$ cat src/sv/bps_pkg.sv
// ----------------------------------------------------------------------------
// bps_pkg
// Shared constants and types of the buzzer pattern sequencer.
// ----------------------------------------------------------------------------
package bps_pkg;

  localparam int QUEUE_DEPTH = 16;
  localparam int QUEUE_LIMIT = 10;
  localparam int PTR_W       = $clog2(QUEUE_DEPTH);
  localparam int CNT_W       = $clog2(QUEUE_DEPTH + 1);
  localparam int TIME_W      = 16;
  localparam int ENTRY_W     = 2 * TIME_W;

  localparam logic [TIME_W-1:0] ON_MAX   = TIME_W'(3000);
  localparam logic [TIME_W-1:0] ON_CLAMP = TIME_W'(100);

  localparam int CFG_IDX_W = 8;
  localparam logic [CFG_IDX_W-1:0] REG_ENABLED = CFG_IDX_W'(0);
  localparam logic [CFG_IDX_W-1:0] REG_QUIET   = CFG_IDX_W'(1);

  localparam logic KIND_TICK = 1'b0;
  localparam logic KIND_PUSH = 1'b1;

  // pin_level in bit 0
  typedef struct packed {
    logic busy_res;
    logic on_clamped;
    logic push_accepted;
    logic pin_level;
  } res_t;

endpackage

$ cat src/sv/buzzer_pattern_sequencer.sv
// ----------------------------------------------------------------------------
// buzzer_pattern_sequencer
// Beep FIFO in RAM with a phase timer driving an active-low buzzer pin.
// ----------------------------------------------------------------------------
// Results are registered; a tick that pops a beep reads the head entry from the
//   RAM first and produces its result from state S_POP.
// Throughput: 1 item per cycle while the output is not stalled and no tick pops.
// Output register plus skid stage; input stalls while both are full and while
//   the block is in S_POP for a popping tick.
// Reset: synchronous, active high; clears counters, pointers and timer, sets
//   the pin silent and restores enabled and quiet. The beep RAM is not cleared.
module buzzer_pattern_sequencer (
  input  logic                          clk,
  input  logic                          rst,
  input  logic                          s_tvalid,
  output logic                          s_tready,
  input  logic [31:0]                   s_tdata,   // on_ms[15:0], off_ms[31:16]
  input  logic [0:0]                    s_tuser,   // kind[0]
  output logic                          m_tvalid,
  input  logic                          m_tready,
  output logic [7:0]                    m_tdata,   // pin_level, push_accepted,
                                                   // on_clamped, busy_res, 0[7:4]
  input  logic                          cfg_valid,
  output logic                          cfg_ready,
  input  logic [bps_pkg::CFG_IDX_W-1:0] cfg_index,
  input  logic [0:0]                    cfg_data
);
  import bps_pkg::*;

  localparam logic S_IDLE = 1'b0;
  localparam logic S_POP  = 1'b1;

  logic              state, state_next;
  logic [CNT_W-1:0]  fifo_count, fifo_count_next;
  logic [PTR_W-1:0]  read_pointer, read_pointer_next;
  logic [PTR_W-1:0]  write_pointer, write_pointer_next;
  logic [TIME_W-1:0] countdown, countdown_next;
  logic [TIME_W-1:0] pending_off, pending_off_next;
  logic              running, running_next;
  logic              pin_register, pin_register_next;
  logic              enabled, quiet;

  logic               ram_we, ram_re;
  logic [ENTRY_W-1:0] ram_rdata;
  logic [TIME_W-1:0]  delay;
  logic               accept, push_ok;

  logic prod_valid;
  res_t prod_res;
  logic out_valid, skid_valid;
  res_t out_res, skid_res;

  bps_ram #(
    .DEPTH (QUEUE_DEPTH),
    .WIDTH (ENTRY_W)
  ) u_ram (
    .clk   (clk),
    .we    (ram_we),
    .waddr (write_pointer),
    .wdata (s_tdata),
    .re    (ram_re),
    .raddr (read_pointer),
    .rdata (ram_rdata)
  );

  assign cfg_ready = 1'b1;
  assign s_tready  = (state == S_IDLE) && !skid_valid;
  assign accept    = s_tvalid && s_tready;
  assign push_ok   = enabled && (32'(fifo_count) <= 32'(QUEUE_LIMIT)) &&
                     (32'(fifo_count) < 32'(QUEUE_DEPTH));

  always_ff @(posedge clk) begin
    if (rst) begin
      enabled <= 1'b1;
      quiet   <= 1'b0;
    end else if (cfg_valid && cfg_ready) begin
      if (cfg_index == REG_ENABLED) begin
        enabled <= cfg_data[0];
      end else if (cfg_index == REG_QUIET) begin
        quiet <= cfg_data[0];
      end
    end
  end

  always_comb begin
    state_next         = state;
    fifo_count_next    = fifo_count;
    read_pointer_next  = read_pointer;
    write_pointer_next = write_pointer;
    countdown_next     = countdown;
    pending_off_next   = pending_off;
    running_next       = running;
    pin_register_next  = pin_register;
    ram_we             = 1'b0;
    ram_re             = 1'b0;
    prod_valid         = 1'b0;
    prod_res.on_clamped    = 1'b0;
    prod_res.push_accepted = 1'b0;
    delay = ram_rdata[TIME_W-1:0];
    if (state == S_POP) begin
      // finish the pop with the entry read last cycle
      if (delay > ON_MAX) begin
        delay = ON_CLAMP;
        prod_res.on_clamped = 1'b1;
      end
      if (delay == '0) begin
        delay = TIME_W'(1);
      end
      pending_off_next = ram_rdata[ENTRY_W-1:TIME_W];
      countdown_next   = delay;
      if (enabled && !quiet) begin
        pin_register_next = 1'b0;
      end
      state_next = S_IDLE;
      prod_valid = 1'b1;
    end else if (accept) begin
      if (s_tuser[0] == KIND_PUSH) begin
        prod_valid = 1'b1;
        if (push_ok) begin
          ram_we = 1'b1;
          write_pointer_next = (32'(write_pointer) == QUEUE_DEPTH - 1) ?
                               '0 : write_pointer + PTR_W'(1);
          fifo_count_next = fifo_count + CNT_W'(1);
          prod_res.push_accepted = 1'b1;
          if (!running) begin
            running_next   = 1'b1;
            countdown_next = TIME_W'(1);
          end
        end
      end else if (!running) begin
        prod_valid = 1'b1;
      end else if (countdown > TIME_W'(1)) begin
        countdown_next = countdown - TIME_W'(1);
        prod_valid = 1'b1;
      end else if (pending_off != '0) begin
        pin_register_next = 1'b1;
        countdown_next    = pending_off;
        pending_off_next  = '0;
        prod_valid = 1'b1;
      end else if (fifo_count == '0) begin
        pin_register_next = 1'b1;
        running_next      = 1'b0;
        countdown_next    = '0;
        prod_valid = 1'b1;
      end else begin
        // read the head entry, result follows next cycle
        ram_re = 1'b1;
        read_pointer_next = (32'(read_pointer) == QUEUE_DEPTH - 1) ?
                            '0 : read_pointer + PTR_W'(1);
        fifo_count_next = fifo_count - CNT_W'(1);
        state_next = S_POP;
      end
    end
    prod_res.pin_level = pin_register_next;
    prod_res.busy_res  = running_next;
  end

  always_ff @(posedge clk) begin
    if (rst) begin
      state         <= S_IDLE;
      fifo_count    <= '0;
      read_pointer  <= '0;
      write_pointer <= '0;
      countdown     <= '0;
      pending_off   <= '0;
      running       <= 1'b0;
      pin_register  <= 1'b1;
    end else begin
      state         <= state_next;
      fifo_count    <= fifo_count_next;
      read_pointer  <= read_pointer_next;
      write_pointer <= write_pointer_next;
      countdown     <= countdown_next;
      pending_off   <= pending_off_next;
      running       <= running_next;
      pin_register  <= pin_register_next;
    end
  end

  // output register with skid stage
  always_ff @(posedge clk) begin
    if (rst) begin
      out_valid  <= 1'b0;
      skid_valid <= 1'b0;
    end else if (!out_valid || m_tready) begin
      out_valid  <= skid_valid || prod_valid;
      skid_valid <= skid_valid && prod_valid;
    end else if (prod_valid) begin
      skid_valid <= 1'b1;
    end
  end

  always_ff @(posedge clk) begin
    if (!out_valid || m_tready) begin
      out_res  <= skid_valid ? skid_res : prod_res;
      skid_res <= prod_res;
    end else if (prod_valid) begin
      skid_res <= prod_res;
    end
  end

  assign m_tvalid = out_valid;
  assign m_tdata  = {4'b0000, out_res};

`ifndef SYNTH
  a_count_bound: assert property (@(posedge clk) disable iff (rst)
    32'(fifo_count) <= QUEUE_DEPTH)
    else $error("fifo count above depth");

  a_skid_order: assert property (@(posedge clk) disable iff (rst)
    skid_valid |-> out_valid)
    else $error("skid stage holds data while output register is empty");

  a_pop_nonempty: assert property (@(posedge clk) disable iff (rst)
    (state == S_IDLE && state_next == S_POP) |-> fifo_count != '0)
    else $error("pop started on an empty queue");

  a_pop_single: assert property (@(posedge clk) disable iff (rst)
    state == S_POP |=> state == S_IDLE)
    else $error("pop state held more than one cycle");

  a_clamp_busy: assert property (@(posedge clk) disable iff (rst)
    (out_valid && out_res.on_clamped) |-> out_res.busy_res)
    else $error("clamped result while not running");
`endif

endmodule

$ cat src/sv/bps_ram.sv
// ----------------------------------------------------------------------------
// bps_ram
// Simple dual-port RAM, one write and one registered read port.
// ----------------------------------------------------------------------------
module bps_ram #(
  parameter int DEPTH = 16,
  parameter int WIDTH = 32,
  parameter int AW    = $clog2(DEPTH)
) (
  input  logic             clk,
  input  logic             we,
  input  logic [AW-1:0]    waddr,
  input  logic [WIDTH-1:0] wdata,
  input  logic             re,
  input  logic [AW-1:0]    raddr,
  output logic [WIDTH-1:0] rdata
);

  logic [WIDTH-1:0] mem [DEPTH];

  always_ff @(posedge clk) begin
    if (we) begin
      mem[waddr] <= wdata;
    end
  end

  always_ff @(posedge clk) begin
    if (re) begin
      rdata <= mem[raddr];
    end
  end

endmodule

$ cat config.mk
export PLATFORM = sky130hd
export DESIGN_NAME = buzzer_pattern_sequencer
export DESIGN_NICKNAME = d
export VERILOG_FILES = /design/src/sv/bps_pkg.sv /design/src/sv/buzzer_pattern_sequencer.sv /design/src/sv/bps_ram.sv
export SDC_FILE = /design/constraint.sdc
export NUM_CORES = 1
export LEC_CHECK = 0
export ABC_AREA = 0
export BUFFER_PORTS_ARGS = -buffer_cell sky130_fd_sc_hd__buf_4
export CAP_MARGIN = 20
export CORE_UTILIZATION = 45
export CTS_BUF_LIST = sky130_fd_sc_hd__clkbuf_8 sky130_fd_sc_hd__clkbuf_16
export CTS_CLUSTER_DIAMETER = 40
export DETAILED_ROUTE_END_ITERATION = 10
export RECOVER_POWER = 25
export SKIP_LAST_GASP = 1
export SYNTH_ARGS = -nofsm -noshare
export SYNTH_HDL_FRONTEND = slang
export SYNTH_HIERARCHICAL = 1
export SYNTH_SLANG_ARGS = --single-unit
export TNS_END_PERCENT = 20
$ cat constraint.sdc
create_clock -name clk -period 10.6 [get_ports clk]
set_clock_uncertainty 0.05 [all_clocks]
set_input_delay 0.53 -clock clk [delete_from_list [all_inputs] [get_ports clk]]
set_output_delay 0.53 -clock clk [all_outputs]
set_load 0.02 [all_outputs]
Word level (Yosys, flattened, before mapping). Memories as Yosys holds them, arrays and structs flattened. A register that Yosys moved wholly into a read port is not among the register bits. Index checks and enable logic that the tools add are counted.

Memories kept: 1. Input port bits: 47. Register bits: 60. Word-level logic and storage cells: 144. Memory bits (writable): 512.

Memories: u_ram.mem (depth 16, width 32, read ports 1, clocked after Yosys merged registers in 1, wr ports 1, line bps_ram.sv:19) `logic [WIDTH-1:0] mem [DEPTH];`.

Bitwise logic cells: 6. $add $sub $neg: 5. Mux-type cells: 68. Eq/ne operators: 11. Reductions and logical operators: 29. $lt $le $gt $ge: 4.

Operator list (number): 16-bit two-way mux (18); 1-bit two-way mux (39); 5-bit two-way mux (6); 4-bit two-way mux (5); 16-bit by 1-bit greater-than comparator with 1-bit output (second input constant) (1); 16-bit by 12-bit greater-than comparator with 1-bit output (second input constant) (1); 16-bit zero test (1); 16-bit nonzero test (1); 16-bit by 1-bit subtractor with 16-bit output (second input constant) (1); 7-bit AND reduction (2); 5-bit AND reduction (2); 2-bit nonzero test (5); 4-bit by 1-bit adder with 4-bit output (second input constant) (2); 4-bit equality test (second input constant) (2); 8-bit by 1-bit equality test with 1-bit output (second input constant) (1); 8-bit zero test (1); 2-bit != test (second input constant) (4); 1-bit logical AND (6); 1-bit NOT (6); 5-bit by 1-bit adder with 5-bit output (second input constant) (1); 5-bit by 4-bit <= comparator with 1-bit output (second input constant) (1); 5-bit zero test (1); 5-bit less-than comparator (second input constant) (1); 5-bit nonzero test (1); other kinds (10) (14).

Depth between registers and ports, before layout. Gate-level depths: netlist of the first run.

Depth after elaboration: 10. Gate-level depth with buffers: 8. Mapped depth without buffers: 7.

Cells and area by module. Netlist of the first run, hierarchy kept.

Modules (own cells, without submodules): bps_ram (seq. area each 16335.7 µm², area each 20174.3 µm², cells each 838, times used 1); buzzer_pattern_sequencer (seq. area each 1281.2 µm², area each 3527.1 µm², cells each 393, times used 1).

Worst setup path before layout of the first run. No wires, ideal clock.

Path kind: input -> register. From: input port s_tvalid. To: memory u_ram.mem[0][0], enable pin. Setup time: 461 ps. Data required time: 10089 ps. Arrival: 4265 ps. Path buffers: 1. Setup slack: 5824 ps. Stages on the path: 5. Cells stage by stage: or3b_1 -> clkbuf_1 -> a211oi_2 -> or3b_2 -> nor3_1.

RTL lines: start: declaration (line buzzer_pattern_sequencer.sv:15) `input logic s_tvalid,`; end: declaration (line bps_ram.sv:19).

==> summary.txt, run 1 <==
WP data required: 10820 ps
R2R setup slack: 7020 ps
Clk root buf: clkbuf_16
IO Pins: 58
Max incr delay on CP: 620 ps
GR Util met3: 4.02%
Most frequent cells in the layout: edfxtp_1 (552), mux4_2 (128), clkbuf_16 (89), a22oi_1 (64), nand2_1 (53)
CTS tree: built
Routed vias/inst: 5.87
Finished Core Util: 54.0%
Async S/R FF share, synth: 0%
Die X: 232 µm
# H-tree levels: 3
Fmax: 279 MHz
Share of cells above drive strength 1: 27.0%
Tmin final: 3580 ps
Final Cycle Share: 33.8%
Yosys cell types: 76
Dpl cell area: 0.0250 mm²
Drc violations: 0
#FFs+latches synth: 604
Layout Area Growth over Synthesis: 17.9%
Crit path DAT: 3800 ps
CP max FO: 24
Min Hold Slack: 131 ps
Antenna violations before repair: 3
Warnings from Yosys: 6
Resize count post-CTS: 0
Final Max Slew Viols: 0
Met1 usage in global routing: 27.9%
Mean post-synth cell area: 19.3 µm²
Cell taking the most area after synthesis: edfxtp_1
Largest net degree at the start of global routing: 103
Static leakage: 8.81 nW
Least-Margin Pin Slew: 1120 ps
FP Rows: 83
Clock sinks: 604
PD cells: 208 mW/mm²
Syn Inst Count: 1231
Cts-stage hold buffer count: 0
Tot Pwr: 0.00581 W
CTS max path bufs: 3
Peak VDD IR: 0.125 mV
Top cells by area, synth: edfxtp_1 (70%), mux4_2 (12%), dfxtp_1 (4.4%)
Initial DRC count: 976
RSZ-0062 raised after global routing: no
Endpoints failing setup: 0
CTS Buf Count: 87
WL final: 51500 µm
Final HPWL from detailed placement: 29200 µm
Slew HR: 25.3%
Critical path cell sequence: or3b_1 -> a211oi_2 -> buf_4 -> or3b_2 -> nor3_2 -> buf_4
Die Area: 0.0536 mm²
Worst setup path class: register to register
GRT busiest layer: met2
EDFF count, synth: 552
Hold Vio Cnt, Final: 0
Clk slew on worst S/H paths: 60 ps
Routed WL per cell: 24.6 µm
Final TNS setup: 0 ps
First-pass GRT wire length: 78300 µm
Nature of the critical path startpoint: register
Chip height: 232 µm
# port buffers: 52
Post-route cell area: 0.0279 mm²
Initial Utilization: 45.8%
Post-route ant nets: 0
Final net count: 1390
Skew-Pair Late Insertion Delay: 620 ps
Mapped Area: 0.0237 mm²
Status: finished, final reports clean
Most common cell after layout, fill and taps aside: edfxtp_1
Hold Path Class: primary input to register
Met2 GRT Util: 31.1%
Most common flop cell mapped by yosys: edfxtp_1
Vias post-DR: 12252
Postcts setup bufs: 0
Most common cell on crit path: buf_4
Worst path slowest cell: nor3_2
Core box area: 0.0517 mm²
Vias in the first global route: 12491
TritonRoute pass-1 iters: 5
Max-Cap Viols: 0
Post-synth top area share: 69.9%
GR Overflow Total: 0
Tot GR Track Use: 19.8%
Worst Setup End Kind: register
GP Congestion: 0.844
Post-synthesis sequential area ratio: 74.3%
==> cells by family after synthesis <==
kind of cell / after synthesis / share of synthesized area, %
buffers and inverters: 84 / 1.73
DFF: 604 / 74.3
AOI/OAI and AO/OA: 193 / 6.14
other: 2 / 0.0317
xor gates and xnor gates: 13 / 0.480
muxes: 136 / 12.5
adders and majority gates: 8 / 0.454
and+or+nand+nor: 191 / 4.32
==> report_power, final <==
part	leakage (nW)	switching, W	internal (W)
clock network	1.44	0.00109	0.00175
logic	1.97	0.000198	0.000119
registers	5.41	0.0000257	0.00263
total	8.81	0.00131	0.00450
==> cell type report <==
| cell class | count | area, µm² |
|---|---|---|
| fill | 4030 | 23800 |
| sequential | 604 | 17600 |
| multi-input combinational | 546 | 5830 |
| clock buffer | 89 | 2230 |
| tap | 680 | 851 |
| clock inverter | 73 | 713 |
| timing repair buffer | 80 | 629 |
| inverter | 16 | 60.1 |
| antenna | 1 | 2.50 |
==> synthesized netlist by cell type (3+ instances only) <==
cell type	count
a31oi_1	6
inv_1	16
nor2_1	40
nor2b_1	6
nand3_1	20
o31ai_1	3
dfxtp_1	52
o311ai_0	4
o21ai_0	22
nand4_1	7
nor3_1	13
a211oi_1	3
nand2_1	53
a21oi_1	24
a311oi_2	4
a22oi_1	64
o32ai_2	3
a22o_1	15
ha_1	7
buf_2	16
o211ai_1	11
nor4_1	10
nand3b_1	4
xnor2_1	12
or4_1	5
buf_1	10
a21o_1	4
buf_4	16
a311oi_1	5
mux4_2	128
nand2b_1	5
mux2i_1	6
clkbuf_1	24
and4_1	3
edfxtp_1	552
or3_1	5
==> routing by layer <==
metal  wire length, µm  part of all wire [%]
met1             22400                    43
met2             24700                    48
met3              3230                   6.3
met4              1140                   2.2
met5                 0                     0
==> metrics by stage <==
step / setup slack, ps / cells
floorplan: 5820 / 1234
global placement: 6880 / 1917
detailed placement: 6950 / 1923
CTS: 7000 / 2085
global route: 6870 / 2089
finish: 7020 / 2089
==> worst max-delay path: cells and delay by family (launching register included) <==
family	cells	cell delay, ps
simple gates	3	1770
buf+inv	2	710
flops	1	500
compound gates	1	190
==> final timing paths <==
check	startpoint	cells after the start	endpoint
worst min-delay path	cfg_data	3	quiet
worst max-delay path	state	6	u_ram/mem[0][4]
worst min register to register	u_ram/rdata[29]	1	pending_off[13]
worst max register to register	state	6	u_ram/mem[0][4]
==> state kept, by name (all words and copies together), names as in the netlist <==
signal,cells
running,1
read_pointer,4
skid_valid,1
write_pointer,4
pin_register,1
u_ram/rdata,32
skid_res,4
pending_off,16
m_tdata,4
countdown,16
m_tvalid,1
state,1
fifo_count,5
quiet,1
u_ram/mem,512
enabled,1
Note: power is estimated with default switching activity, not from simulation.
==> inputs of run 2 (changes only) <==
clock period = 3.67 ns   (was 10.6 ns; I/O delays follow)
==> summary.txt, run 2 (synthesized netlist as in run 1, its figures left out) <==
Status: finished, final reports clean
Biggest register: u_ram/mem
CTS max path bufs: 3 (unchanged)
Clk root buf: clkbuf_16
Tot GR Track Use: 20.2% (+0.41 points)
Crit path DAT: 3200 ps (-600 ps)
CTS Buf Count: 87 (unchanged)
Vias in the first global route: 12584 (+0.74%)
Core box area: 0.0517 mm² (unchanged)
Final net count: 1453 (+4.5%)
GP Congestion: 0.843 (-0.21%)
Post-route cell area: 0.0285 mm² (+2.0%)
WP data required: 3860 ps (-6960 ps)
WL final: 52400 µm (+1.8%)
Die Area: 0.0536 mm² (unchanged)
Vias post-DR: 12427 (+1.4%)
Tmin final: 3010 ps (-574 ps)
CP max FO: 28 (+17%)
Initial DRC count: 1105 (+13%)
Clk slew on worst S/H paths: 50 ps (about the same)
Least-Margin Pin Slew: 1070 ps (-52.0 ps)
Antenna violations before repair: 0 (-3)
Worst Setup End Kind: register
Hold Vio Cnt, Final: 0 (unchanged)
Top Registers: u_ram/mem (512), u_ram/rdata (32)
Finished Layout Cells: 2150 (+2.9%)
Placed cell count: 1949 (+1.4%)
Dpl cell area: 0.0253 mm² (+0.90%)
Final Cycle Share: 82.0% (+48 points)
Resize count post-CTS: 0 (unchanged)
Share of cells above drive strength 1: 27.4% (+0.43 points)
Max-Cap Viols: 0 (unchanged)
Layout Area Growth over Synthesis: 20.2%
Die X: 232 µm (unchanged)
Slew HR: 28.9% (+3.6 points)
Post-route ant nets: 0 (unchanged)
Delay-heaviest family, CP: simple AND/OR/NAND/NOR gates
# H-tree levels: 3 (unchanged)
Largest net degree at the start of global routing: 47 (-54%)
IO Pins: 58 (unchanged)
Clock sinks: 604 (unchanged)
Min Hold Slack: 31.5 ps (-99.6 ps)
# port buffers: 52 (unchanged)
CP bufs+invs: 2 (unchanged)
Final HPWL from detailed placement: 31000 µm (+6.1%)
TritonRoute pass-1 iters: 7 (+2)
Routed vias/inst: 5.78 (-1.4%)
GR Overflow Total: 0 (unchanged)
Max reg flops: 512 (unchanged)
Most common cell on crit path: buf_4
Worst path slowest cell: or3b_1
Postcts setup bufs: 0 (unchanged)
Drc violations: 0 (unchanged)
Worst setup path class: register to register
Most common cell after layout, fill and taps aside: edfxtp_1
Initial Utilization: 45.8% (unchanged)
RSZ-0062 raised after global routing: no
CTS tree: built
Routed WL per cell: 24.4 µm (-1.1%)
Fmax: 332 MHz (+19%)
Chip height: 232 µm (unchanged)
Peak VDD IR: 0.409 mV (+230%)
FP Rows: 83 (unchanged)
Hold Path Class: primary input to register
Final antenna diode count: 0 (-1)
Static leakage: 9.08 nW (+3.0%)
Most frequent cells in the layout: edfxtp_1 (552), mux4_2 (128), clkbuf_16 (87), buf_4 (71), a22oi_1 (64)
Final Max Slew Viols: 0 (unchanged)
Nature of the critical path startpoint: register
Endpoints failing setup: 0 (unchanged)
PD cells: 588 mW/mm² (+180%)
Max incr delay on CP: 530 ps (-90 ps)
Skew-Pair Late Insertion Delay: 630 ps (about the same)
Cts-stage hold buffer count: 40 (+40)
First-pass GRT wire length: 79600 µm (+1.6%)
Critical path cell sequence: or3b_1 -> a211oi_2 -> buf_4 -> nand3b_1 -> nor3_4 -> buf_4
[run 2: changes by cell type in the layout (fill, tap and decap cells not counted), sizes merged]
cell	previous run	this run
diode	1	0
bufinv	8	7
buf	56	80
dlygate4sd3	0	40
clkinvlp	14	11
clkinv	32	34
[run 2: through the flow]
step                utilization [%]  setup WS, ps  power (W)  setup TNS (ps)
floorplan                         -          -755    0.00843          -66580
finish                         55.1           661     0.0168               0
global route                   55.1           467     0.0173               0
detailed placement             48.9           664    0.00876               0
global placement               48.9           692    0.00875               0
CTS                            55.2           650     0.0169               0
[run 2: report_power, final]
group	switching (W)	internal [W]	total (W)
Combinational	0.000593	0.000387	0.000980
Clock	0.00315	0.00496	0.00811
Sequential	0.0000766	0.00759	0.00767
Total	0.00382	0.0129	0.0168
[run 2: metal layers]
metal	track usage [%]	vias to the layer above	wire [µm]
li1	-	5508	-
met4	5.90	0	896
met5	0	-	0
met1	28.8	6468	23100
met3	3.62	66	2900
met2	32.0	385	25500
[run 2: final timing paths]
| check | start | endpoint | slack [ps] | depth (start not counted) |
|---|---|---|---|---|
| max | skid_valid | u_ram/mem[4][21] | 660 | 6 |
| max reg2reg | skid_valid | u_ram/mem[4][21] | 660 | 6 |
| min reg2reg | u_ram/rdata[17] | pending_off[1] | 400 | 1 |
| min | m_tready | m_tvalid | 30 | 3 |
[run 2: worst min-delay path: cells and delay by family]
kind,cells,cell delay [ps]
buffers and inverters,1,80
AOI/OAI and AO/OA,1,120
and+or+nand+nor,1,260
[run 2: cell type report]
cell class	count	area (µm²)
fillers	4019	23200
flip-flops and latches	604	17600
multi-input cells	546	5840
clock buffers	90	2220
repair buffers	143	1200
well taps	680	851
clock inverters	71	687
inverters	16	60.1
